## config.mk

```make
export PLATFORM = sky130hd
export DESIGN_NAME = lru_page_buffer_pool_top
export DESIGN_NICKNAME = d
export VERILOG_FILES = /design/src/hdl/lpb_pkg.sv /design/src/hdl/lpb_ctrl.sv /design/src/hdl/lpb_datapath.sv /design/src/hdl/lru_page_buffer_pool_top.sv
export SDC_FILE = /design/constraint.sdc
export NUM_CORES = 1
export LEC_CHECK = 0
export BUFFER_PORTS_ARGS = -buffer_cell sky130_fd_sc_hd__buf_2
export CAP_MARGIN = 10
export CELL_PAD_IN_SITES_DETAIL_PLACEMENT = 2
export CELL_PAD_IN_SITES_GLOBAL_PLACEMENT = 2
export CORE_UTILIZATION = 46
export CTS_BUF_LIST = sky130_fd_sc_hd__clkbuf_2
export CTS_CLUSTER_DIAMETER = 80
export DETAILED_ROUTE_END_ITERATION = 12
export PLACE_DENSITY_LB_ADDON = 0.1
export SKIP_CTS_REPAIR_TIMING = 1
export SLEW_MARGIN = 40
export SYNTH_ARGS = -nofsm -noshare
export SYNTH_HDL_FRONTEND = slang
export SYNTH_HIERARCHICAL = 1
export SYNTH_SLANG_ARGS = --single-unit
```

## constraint.sdc

```tcl
create_clock -name clk -period 4.3 [get_ports clk]
set_clock_uncertainty 0.2 [all_clocks]
set_input_delay 0.215 -clock clk [delete_from_list [all_inputs] [get_ports clk]]
set_output_delay 0.215 -clock clk [all_outputs]
set_load 0.05 [all_outputs]
```

## src/hdl/lpb_pkg.sv

```systemverilog
// Shared types and constants for the LRU page buffer pool.
package lpb_pkg;

  // Field widths
  localparam int PAGE_W       = 15;
  localparam int SLOT_OUT_W   = 3;

  // Default pool size
  localparam int POOL_SLOTS_DEF = 8;

  // Commands from the controller to the datapath
  typedef struct packed {
    logic capture;   // latch the requested page
    logic lookup;    // compare tags, pick the target slot
    logic update;    // retag, reorder recency, load result registers
  } lpb_cmd_t;

endpackage

```

## src/hdl/lpb_ctrl.sv

```systemverilog
// Sequencing controller for the LRU page buffer pool.
module lpb_ctrl (
  input  logic              clk,
  input  logic              rst_n,
  input  logic              start,
  output logic              busy,
  output logic              out_valid,
  output lpb_pkg::lpb_cmd_t cmd
);

  typedef enum logic [1:0] {
    ST_IDLE,
    ST_LOOK,
    ST_UPD
  } state_t;

  state_t state_r, state_nxt;
  logic   valid_r;

  // Next state
  always_comb begin
    state_nxt = state_r;
    unique case (state_r)
      ST_IDLE: if (start) state_nxt = ST_LOOK;
      ST_LOOK: state_nxt = ST_UPD;
      ST_UPD:  state_nxt = ST_IDLE;
      default: state_nxt = ST_IDLE;
    endcase
  end

  // State and result strobe
  always_ff @(posedge clk) begin
    if (!rst_n) begin
      state_r <= ST_IDLE;
      valid_r <= 1'b0;
    end else begin
      state_r <= state_nxt;
      valid_r <= (state_r == ST_UPD);
    end
  end

  assign busy        = (state_r != ST_IDLE);
  assign out_valid   = valid_r;
  assign cmd.capture = (state_r == ST_IDLE) && start;
  assign cmd.lookup  = (state_r == ST_LOOK);
  assign cmd.update  = (state_r == ST_UPD);

`ifndef SYNTHESIS
  a_accept_to_look: assert property (@(posedge clk) disable iff (!rst_n)
    (start && !busy) |=> (state_r == ST_LOOK))
    else $error("accepted item did not enter lookup");

  a_look_to_upd: assert property (@(posedge clk) disable iff (!rst_n)
    (state_r == ST_LOOK) |=> (state_r == ST_UPD))
    else $error("lookup not followed by update");

  a_strobe_after_upd: assert property (@(posedge clk) disable iff (!rst_n)
    out_valid |-> (!busy && $past(state_r == ST_UPD)))
    else $error("result strobe without a finished update");
`endif

endmodule

```

## src/hdl/lpb_datapath.sv

```systemverilog
// Tag compare, recency ranks and result registers for the page buffer pool.
module lpb_datapath #(
  parameter int POOL_SLOTS = lpb_pkg::POOL_SLOTS_DEF
) (
  input  logic                          clk,
  input  logic                          rst_n,
  input  lpb_pkg::lpb_cmd_t             cmd,
  input  logic [lpb_pkg::PAGE_W-1:0]    in_page_number,
  output logic                          out_hit,
  output logic [lpb_pkg::SLOT_OUT_W-1:0] out_slot,
  output logic                          out_writeback,
  output logic [lpb_pkg::PAGE_W-1:0]    out_evicted_page
);

  localparam int SW = (POOL_SLOTS > 1) ? $clog2(POOL_SLOTS) : 1;
  localparam int CW = $clog2(POOL_SLOTS + 1);
  localparam int PW = lpb_pkg::PAGE_W;
  localparam int OW = lpb_pkg::SLOT_OUT_W;

  // Per-slot cells: page tag and recency rank (0 = most recent)
  logic [PW-1:0] tag_r  [POOL_SLOTS];
  logic [SW-1:0] rank_r [POOL_SLOTS];
  logic [CW-1:0] used_r;

  // Request and lookup registers
  logic [PW-1:0] page_r;
  logic          hit_r;
  logic          wb_r;
  logic          fill_r;
  logic [SW-1:0] tgt_r;
  logic [SW-1:0] pos_r;
  logic [PW-1:0] evict_r;

  // Result registers
  logic          res_hit_r;
  logic [SW-1:0] res_slot_r;
  logic          res_wb_r;
  logic [PW-1:0] res_evict_r;

  logic [POOL_SLOTS-1:0] occ;
  logic [POOL_SLOTS-1:0] match;
  logic [POOL_SLOTS-1:0] lru;
  logic                  hit_c;
  logic                  full_c;
  logic [SW-1:0]         hit_slot_c;
  logic [SW-1:0]         hit_rank_c;
  logic [SW-1:0]         lru_slot_c;
  logic [PW-1:0]         lru_tag_c;
  logic [SW-1:0]         tgt_nxt;
  logic [SW-1:0]         pos_nxt;
  logic [SW+OW-1:0]      slot_ext;

  // Parallel tag compare and LRU slot select
  always_comb begin
    hit_slot_c = '0;
    hit_rank_c = '0;
    lru_slot_c = '0;
    lru_tag_c  = '0;
    for (int i = 0; i < POOL_SLOTS; i++) begin
      occ[i]   = (CW'(i) < used_r);
      match[i] = occ[i] && (tag_r[i] == page_r);
      lru[i]   = occ[i] && (rank_r[i] == SW'(POOL_SLOTS - 1));
      if (match[i]) begin
        hit_slot_c = hit_slot_c | SW'(i);
        hit_rank_c = hit_rank_c | rank_r[i];
      end
      if (lru[i]) begin
        lru_slot_c = lru_slot_c | SW'(i);
        lru_tag_c  = lru_tag_c | tag_r[i];
      end
    end
    hit_c  = |match;
    full_c = (used_r == CW'(POOL_SLOTS));
  end

  // Target slot and its old recency position
  always_comb begin
    if (hit_c) begin
      tgt_nxt = hit_slot_c;
      pos_nxt = hit_rank_c;
    end else if (full_c) begin
      tgt_nxt = lru_slot_c;
      pos_nxt = SW'(POOL_SLOTS - 1);
    end else begin
      tgt_nxt = used_r[SW-1:0];
      pos_nxt = used_r[SW-1:0];
    end
  end

  // Request capture and lookup registers
  always_ff @(posedge clk) begin
    if (cmd.capture) begin
      page_r <= in_page_number;
    end
    if (cmd.lookup) begin
      hit_r   <= hit_c;
      wb_r    <= !hit_c && full_c;
      fill_r  <= !hit_c && !full_c;
      tgt_r   <= tgt_nxt;
      pos_r   <= pos_nxt;
      evict_r <= (!hit_c && full_c) ? lru_tag_c : '0;
    end
  end

  // Slot cells: retag target, move it to the front, age the ones ahead of it
  always_ff @(posedge clk) begin
    if (cmd.update) begin
      for (int i = 0; i < POOL_SLOTS; i++) begin
        if (SW'(i) == tgt_r) begin
          tag_r[i]  <= page_r;
          rank_r[i] <= '0;
        end else if (occ[i] && (rank_r[i] < pos_r)) begin
          rank_r[i] <= rank_r[i] + SW'(1);
        end
      end
    end
  end

  // Fill count
  always_ff @(posedge clk) begin
    if (!rst_n) begin
      used_r <= '0;
    end else if (cmd.update && fill_r) begin
      used_r <= used_r + CW'(1);
    end
  end

  // Result registers
  always_ff @(posedge clk) begin
    if (cmd.update) begin
      res_hit_r   <= hit_r;
      res_slot_r  <= tgt_r;
      res_wb_r    <= wb_r;
      res_evict_r <= evict_r;
    end
  end

  assign slot_ext         = (SW + OW)'(res_slot_r);
  assign out_hit          = res_hit_r;
  assign out_slot         = slot_ext[OW-1:0];
  assign out_writeback    = res_wb_r;
  assign out_evicted_page = res_evict_r;

`ifndef SYNTHESIS
  a_used_bounded: assert property (@(posedge clk) disable iff (!rst_n)
    used_r <= CW'(POOL_SLOTS))
    else $error("fill count beyond pool size");

  a_hit_no_wb: assert property (@(posedge clk) disable iff (!rst_n)
    $past(cmd.update) |-> !(res_hit_r && res_wb_r))
    else $error("hit reported together with write-back");

  a_fill_not_full: assert property (@(posedge clk) disable iff (!rst_n)
    (cmd.update && fill_r) |-> (used_r < CW'(POOL_SLOTS)))
    else $error("new slot taken from a full pool");
`endif

endmodule

```

## src/hdl/lru_page_buffer_pool_top.sv

```systemverilog
// An accepted item passes through the lookup and update states; the result strobe is registered from update.
// A new item is accepted only while idle; busy covers the lookup and update steps.
// Lookup compares all slot tags in parallel; update retags the target and ages ranks.
// The result strobe lasts one cycle and the receiver cannot stall it.
// Reset (rst_n low, synchronous) empties the pool and idles the controller.
// Top level of the LRU page buffer pool.
module lru_page_buffer_pool_top #(
  parameter int POOL_SLOTS = lpb_pkg::POOL_SLOTS_DEF
) (
  input  logic                           clk,
  input  logic                           rst_n,
  input  logic                           start,
  output logic                           busy,
  input  logic [lpb_pkg::PAGE_W-1:0]     in_page_number,
  output logic                           out_valid,
  output logic                           out_hit,
  output logic [lpb_pkg::SLOT_OUT_W-1:0] out_slot,
  output logic                           out_writeback,
  output logic [lpb_pkg::PAGE_W-1:0]     out_evicted_page
);

  lpb_pkg::lpb_cmd_t cmd;

  // Controller
  lpb_ctrl u_ctrl (
    .clk       (clk),
    .rst_n     (rst_n),
    .start     (start),
    .busy      (busy),
    .out_valid (out_valid),
    .cmd       (cmd)
  );

  // Datapath
  lpb_datapath #(
    .POOL_SLOTS (POOL_SLOTS)
  ) u_datapath (
    .clk              (clk),
    .rst_n            (rst_n),
    .cmd              (cmd),
    .in_page_number   (in_page_number),
    .out_hit          (out_hit),
    .out_slot         (out_slot),
    .out_writeback    (out_writeback),
    .out_evicted_page (out_evicted_page)
  );

endmodule
```

==> results.yml, run 1 <==
floorplan:
  rows: 53
  die-width_microns: 149
  die-height_microns: 149
  ios: 40
  start_util_pct: 47.0
  core_sq_mm: 0.0211
  die_area_sq_mm: 0.0221
detailed_routing:
  drt_first_pass_iters: 6
  route.met3.wl_microns: 2370
  vias: 6815
  highest_layer: "met4"
  drt_iter0_drc: 739
  drcViolationCount: 0
  wl_met2_microns: 16400
  wl_per_cell_microns: 29.5
  via_per_inst: 6.06
  wl_met1_microns: 13400
  antenna_left: 0
  drt-total-wl_microns: 33200
clock_tree:
  cts_sinks: 210
  htreeDepth: 2
  clkTransAtPathRegs_ns: 0.11
  clk_path_buf_depth: 3
  root_buffer: "clkbuf_2"
  cts_buffers: 55
  clock_latency_ns: 0.88
  cts_tree: "built"
sta:
  tns_ns: 0
  final_hold_viol_count: 0
  slew-limit-headroom_pct: 43.0
  period_share_pct: 81.4
  setup_violations: 0
  slew_violations: 0
  whs_ns: 0.0838
  finalCriticalPeriod_ns: 3.50
  rsz0062_at_grt: "no"
  worst_pin_slew_ns: 0.848
  fmax_ghz: 0.286
synthesis:
  synth_top_area_share_pct: 61.5
  synth_common_cells: "edfxtp_1 (203), xnor2_1 (95), ha_1 (34)"
  syn_area_sq_mm: 0.00991
  synth_area_leader_cell: "edfxtp_1"
  ys_warn_count: 6
  ys_top_cells_by_area: "edfxtp_1 (61%), xnor2_1 (8.4%), ha_1 (4.3%), a222oi_1 (3.0%), xor2_1 (2.4%)"
  seq_area_frac_synth_pct: 62.9
  synth-edff-count: 203
  synth-main-ff-cell: "edfxtp_1"
  synth_cell_types: 57
  syn-num-nets: 755
  yosysMostFrequentCell: "edfxtp_1"
  async_flop_share_pct: 0
  avgSynthCellArea_sq_um: 14.1
  syn-instance-count: 703
  ys_ff_latch: 210
critical_path:
  crit_required_ns: 4.73
  critPathMaxFanout: 23
  crit_top_cell: "nor4_1"
  worstReg2RegStart: "u_datapath/used_r[3]"
  worstSetupEndpointType: "register"
  critical-path-max-stage-delay_ns: 0.65
  cpMaxStageDelayCell: "a21oi_1"
  crit_start: "u_datapath/used_r[3]"
  crit_family: "simple AND/OR/NAND/NOR gates"
  cp_num_buf_inv: 0
  crit_chain: "a21oi_1 > nor4_1 > and4_1 > nor4_1 > nand3_2 > nor3_1"
  start_kind: "register"
  crit_arrival_ns: 3.93
  critPathKind: "reg -> reg"
finish:
  drive_gt1_share_pct: 19.1
  multi_input_area_sq_mm: 0.00346
  area_delta_synth_final_pct: 13.1
  nFillCells: 2014
  final_net_count: 859
  fin_util_pct: 53.2
  register_area_sq_mm: 0.00624
global_routing:
  grt_pass1_wl_microns: 46800
  antenna_found_initial: 1
  grt_pass1_vias: 7206
  grt_max_degree: 36
  grt_use_total_pct: 29.8
  grt.overflow.total: 0
placement:
  hpwl_microns: 21900
  portBuffers: 39
  gp_congestion: 0.901
power_and_ir_drop:
  ir_worst_vdd_mv: 0.248
  power_density_mw_per_mm2: 348
  leakagePower_nw: 3.73
outcome:
  status: "finished, final reports clean"
worst_hold_path:
  min_from: "rst_n"
  min_path_type: "in -> reg"
run:
  cap_viol_max_count: 0
## cell families (layout without fill, tap and decap cells)
| kind of cell | after synthesis | after routing | synth area share (%) |
|---|---|---|---|
| flops | 210 | 210 | 62.9 |
| simple gates | 178 | 178 | 10.9 |
| fa+ha+maj | 34 | 34 | 4.29 |
| compound gates | 104 | 104 | 8.32 |
| other cells | 0 | 1 | 0 |
| buf+inv | 54 | 200 | 2.69 |
| mux | 1 | 1 | 0.101 |
| xor+xnor | 122 | 122 | 10.8 |
## placed cells by master, fill, tap and decap left out, drive strengths merged, types with 3 or more instances in the layout
master	netlist	layout
buf	21	55
ha	34	34
and2	22	22
nor3	20	20
dlygate4sd3	0	34
clkbuf	21	75
a21boi	6	6
xor2	27	27
nand2b	9	9
a21o	3	3
o21ai	18	18
or4	3	3
and3	16	16
a222oi	30	30
nor2	30	30
nand4	23	23
nand3	5	5
xnor2	95	95
nor2b	7	7
and4	3	3
dfxtp	7	7
o21a	3	3
a21oi	7	7
a22oi	18	18
nor4	14	14
edfxtp	203	203
nand2	9	9
nor3b	3	3
a221oi	4	4
inv	12	12
clkinv	0	23
## worst register-to-register path, cell delays in order, from the launching register on
cell and delay, ns:
dfxtp_1 0.53, a21oi_1 0.65, nor4_1 0.15, and4_1 0.30, nor4_1 0.49, nand3_2 0.58
nor3_1 0.43
## cell type report
type | count | share of cell area (%)
Antenna cell | 1 | 0.0223
Sequential cell | 210 | 55.6
Inverter | 12 | 0.402
Tap cell | 275 | 3.07
Clock inverter | 24 | 0.881
Timing Repair Buffer | 89 | 5.85
Clock buffer | 75 | 3.35
Multi-Input combinational cell | 439 | 30.8
## state kept, by name (all words and copies together), names as in the netlist, 3 cells and up
register / flops
u_datapath/rank_r: 24
u_datapath/pos_r: 3
u_datapath/evict_r: 15
u_datapath/tag_r: 120
u_datapath/tgt_r: 3
u_datapath/used_r: 4
u_datapath/out_slot: 3
u_datapath/out_evicted_page: 15
u_datapath/page_r: 15
## worst paths after layout
| path | endpoint | slack [ns] | cells past startpoint |
|---|---|---|---|
| min reg2reg | u_datapath/out_evicted_page[14] | 0.23 | 0 |
| max | u_datapath/evict_r[13] | 0.80 | 6 |
| min | u_datapath/used_r[0] | 0.08 | 3 |
| max reg2reg | u_datapath/evict_r[13] | 0.80 | 6 |
## power by group
group          switching, mW  internal, mW  leakage, nW
clock network          0.869         0.478        0.357
logic                  0.129        0.0886         1.50
registers             0.0641          2.27         1.88
## metrics by stage
step / cell area [sq um] / setup slack (ns) / instances / power (mW)
2_1_floorplan: 9910 / 1.15 / 703 / 2.49
3_3_place_gp: 10400 / 1.10 / 991 / 2.56
3_5_place_dp: 10400 / 0.838 / 991 / 2.57
4_1_cts: 10900 / 0.855 / 1090 / 3.90
5_1_grt: 11200 / 0.692 / 1125 / 4.06
6_report: 11200 / 0.798 / 1125 / 3.90
## routing by layer
| metal | track usage, % | up-vias |
|---|---|---|
| met1 | 38.6 | 3488 |
| met2 | 48.8 | 329 |
| met4 | 12.6 | 0 |
| met3 | 6.33 | 51 |
| li1 | - | 2947 |
| met5 | 0 | - |
Note: power is estimated with default switching activity, not from simulation.
==> run 2, diff against run 1 <==
clock period = 3.4 ns   (was 4.3 ns; I/O delays follow)
==> run 2 against run 1 <==
Net effect:
- worst hold slack worse by 0.031 ns
- sequential power grew 26%
- fmax rose by 8.5%
- clock power grew 26%
- non-clock buffer count is 12 higher
- die area is the same
- register-to-register slack worse by 0.63 ns
- largest power group unchanged
- largest cell class unchanged
- routed wire length up 2.6%
- global-route usage is 1.5 points higher
==> results.yml, run 2 (synthesis results as in run 1) <==
outcome:
  status: "finished, final reports clean"
finish:
  register_area_sq_mm: 0.00624
  multi_input_area_sq_mm: 0.00346
  final_net_count: 870
  top_regs: "u_datapath/tag_r (120), u_datapath/rank_r (24)"
  final_cell_mix: "edfxtp_1 (203), xnor2_1 (95), clkbuf_2 (83)"
  fin_util_pct: 53.6
  area_delta_synth_final_pct: 14.0
  drive_gt1_share_pct: 21.0
  largest-register: "u_datapath/tag_r"
  final_area_sq_mm: 0.0113
  layout_commonest_cell: "edfxtp_1"
  nFillCells: 1999
  largest_register_ff_count: 120
power_and_ir_drop:
  seqPwrFrac_pct: 59.6
  intPower_mw: 3.63
  p_clk_share_pct: 34.4
  power_density_mw_per_mm2: 437
  ir_worst_vdd_mv: 0.282
  p_comb_share_pct: 6.0
  swShare_pct: 26.4
  switchingPower_mw: 1.30
  leakagePower_nw: 3.80
global_routing:
  grt.overflow.total: 0
  grt_max_degree: 25
  grt_pass1_wl_microns: 49000
  grt_use_total_pct: 31.4
  grt_pass1_vias: 7538
  antenna_found_initial: 2
clock_tree:
  htreeDepth: 2
  cts_tree: "built"
  clock_latency_ns: 0.86
  clk_path_buf_depth: 3
  root_buffer: "clkbuf_2"
  cts_sinks: 210
  cts_buffers: 54
  clkTransAtPathRegs_ns: 0.10
critical_path:
  cp_num_buf_inv: 1
  crit_required_ns: 3.79
  ff2ff_path_depth: 7
  crit_arrival_ns: 3.61
  start_kind: "register"
  crit_family: "simple AND/OR/NAND/NOR gates"
  crit_chain: "buf_4 > xor2_1 > nor4_1 > and4_1 > nor4_2 > nand3_4 > nor3_2"
  worstReg2RegStart: "u_datapath/page_r[1]"
  r2r_slack_ns: 0.17
  critPathKind: "reg -> reg"
  critical-path-max-stage-delay_ns: 0.55
  r2r-end: "u_datapath/evict_r[1]"
  cpMaxStageDelayCell: "edfxtp_1"
  worstSetupEndpointType: "register"
  critPathMaxFanout: 23
detailed_routing:
  drt_iter0_drc: 644
  drt-total-wl_microns: 34000
  wl_met2_microns: 16800
  highest_layer: "met4"
  drcViolationCount: 0
  wl_per_cell_microns: 30.1
  wl_met1_microns: 12800
  via_per_inst: 6.11
  vias: 6916
  drt_first_pass_iters: 9
  route.met3.wl_microns: 2700
  antenna_left: 0
placement:
  portBuffers: 39
  placed_area_sq_mm: 0.0105
  hpwl_microns: 23400
  gp_congestion: 0.850
sta:
  fmax_ghz: 0.310
  final_hold_viol_count: 0
  finalCriticalPeriod_ns: 3.23
  setup_violations: 0
  slew-limit-headroom_pct: 37.2
  slew_violations: 0
  rsz0062_at_grt: "no"
  period_share_pct: 95.0
  worst_pin_slew_ns: 0.935
floorplan:
  core_sq_mm: 0.0211
  rows: 53
  start_util_pct: 47.0
  ios: 40
  die-height_microns: 149
  die-width_microns: 149
  die_area_sq_mm: 0.0221
worst_hold_path:
  min_to: "u_ctrl/state_r[0]"
  min_path_type: "in -> reg"
  holdPathStages: 3
  min_from: "start"
run:
  cap_viol_max_count: 0
[run 2: layout make-up]
class | count | share of cell area [%]
well taps | 275 | 3.04
multi-input cells | 439 | 30.6
clock inverters | 9 | 0.343
flip-flops and latches | 210 | 55.2
diodes | 2 | 0.0443
repair buffers | 101 | 6.71
clock buffers | 83 | 3.67
inverters | 12 | 0.398
[run 2: stage by stage]
step | setup WS, ns | hold slack [ns] | cells | setup TNS [ns] | total power [mW]
after detailed placement | -0.142 | 0.149 | 1002 | -0.253 | 3.26
after global routing | 0.0434 | 0.000595 | 1130 | 0 | 5.13
final | 0.172 | 0.0523 | 1131 | 0 | 4.93
after floorplan | 0.247 | 0.0689 | 703 | 0 | 3.14
after global placement | 0.275 | 0.147 | 1002 | 0 | 3.24
after CTS | -0.255 | -0.752 | 1094 | -0.564 | 4.93
[run 2: power groups by stage]
stage	sequential, mW	combinational (mW)	clock, mW
6_report	2.94	0.298	1.70
5_1_grt	2.95	0.314	1.86
4_1_cts	2.94	0.261	1.73
3_5_place_dp	3.00	0.258	0
3_3_place_gp	2.99	0.248	0
2_1_floorplan	2.98	0.168	0
[run 2: worst max-delay path by stage]
stage	from	endpoint	slack, ns	cells after the start
2_1_floorplan	u_ctrl/state_r[0]	u_datapath/rank_r[0][3]	0.25	5
3_3_place_gp	u_datapath/page_r[1]	u_datapath/pos_r[2]	0.28	7
3_5_place_dp	u_datapath/page_r[6]	u_datapath/evict_r[1]	-0.14	6
4_1_cts	u_datapath/page_r[6]	u_datapath/evict_r[1]	-0.26	6
5_1_grt	u_datapath/page_r[1]	u_datapath/evict_r[2]	0.04	7
6_report	u_datapath/page_r[1]	u_datapath/evict_r[1]	0.17	7
[run 2: routing by layer]
| layer | global-route usage, % | vias to the layer above |
|---|---|---|
| li1 | - | 2972 |
| met1 | 37.3 | 3516 |
| met5 | 0 | - |
| met2 | 52.7 | 337 |
| met4 | 16.1 | 0 |
| met3 | 7.92 | 91 |
[run 2: tightest hold or removal path: stages]
cell and delay [ns]:
dlygate4sd3_1 0.53, buf_2 0.11, and4bb_2 0.23
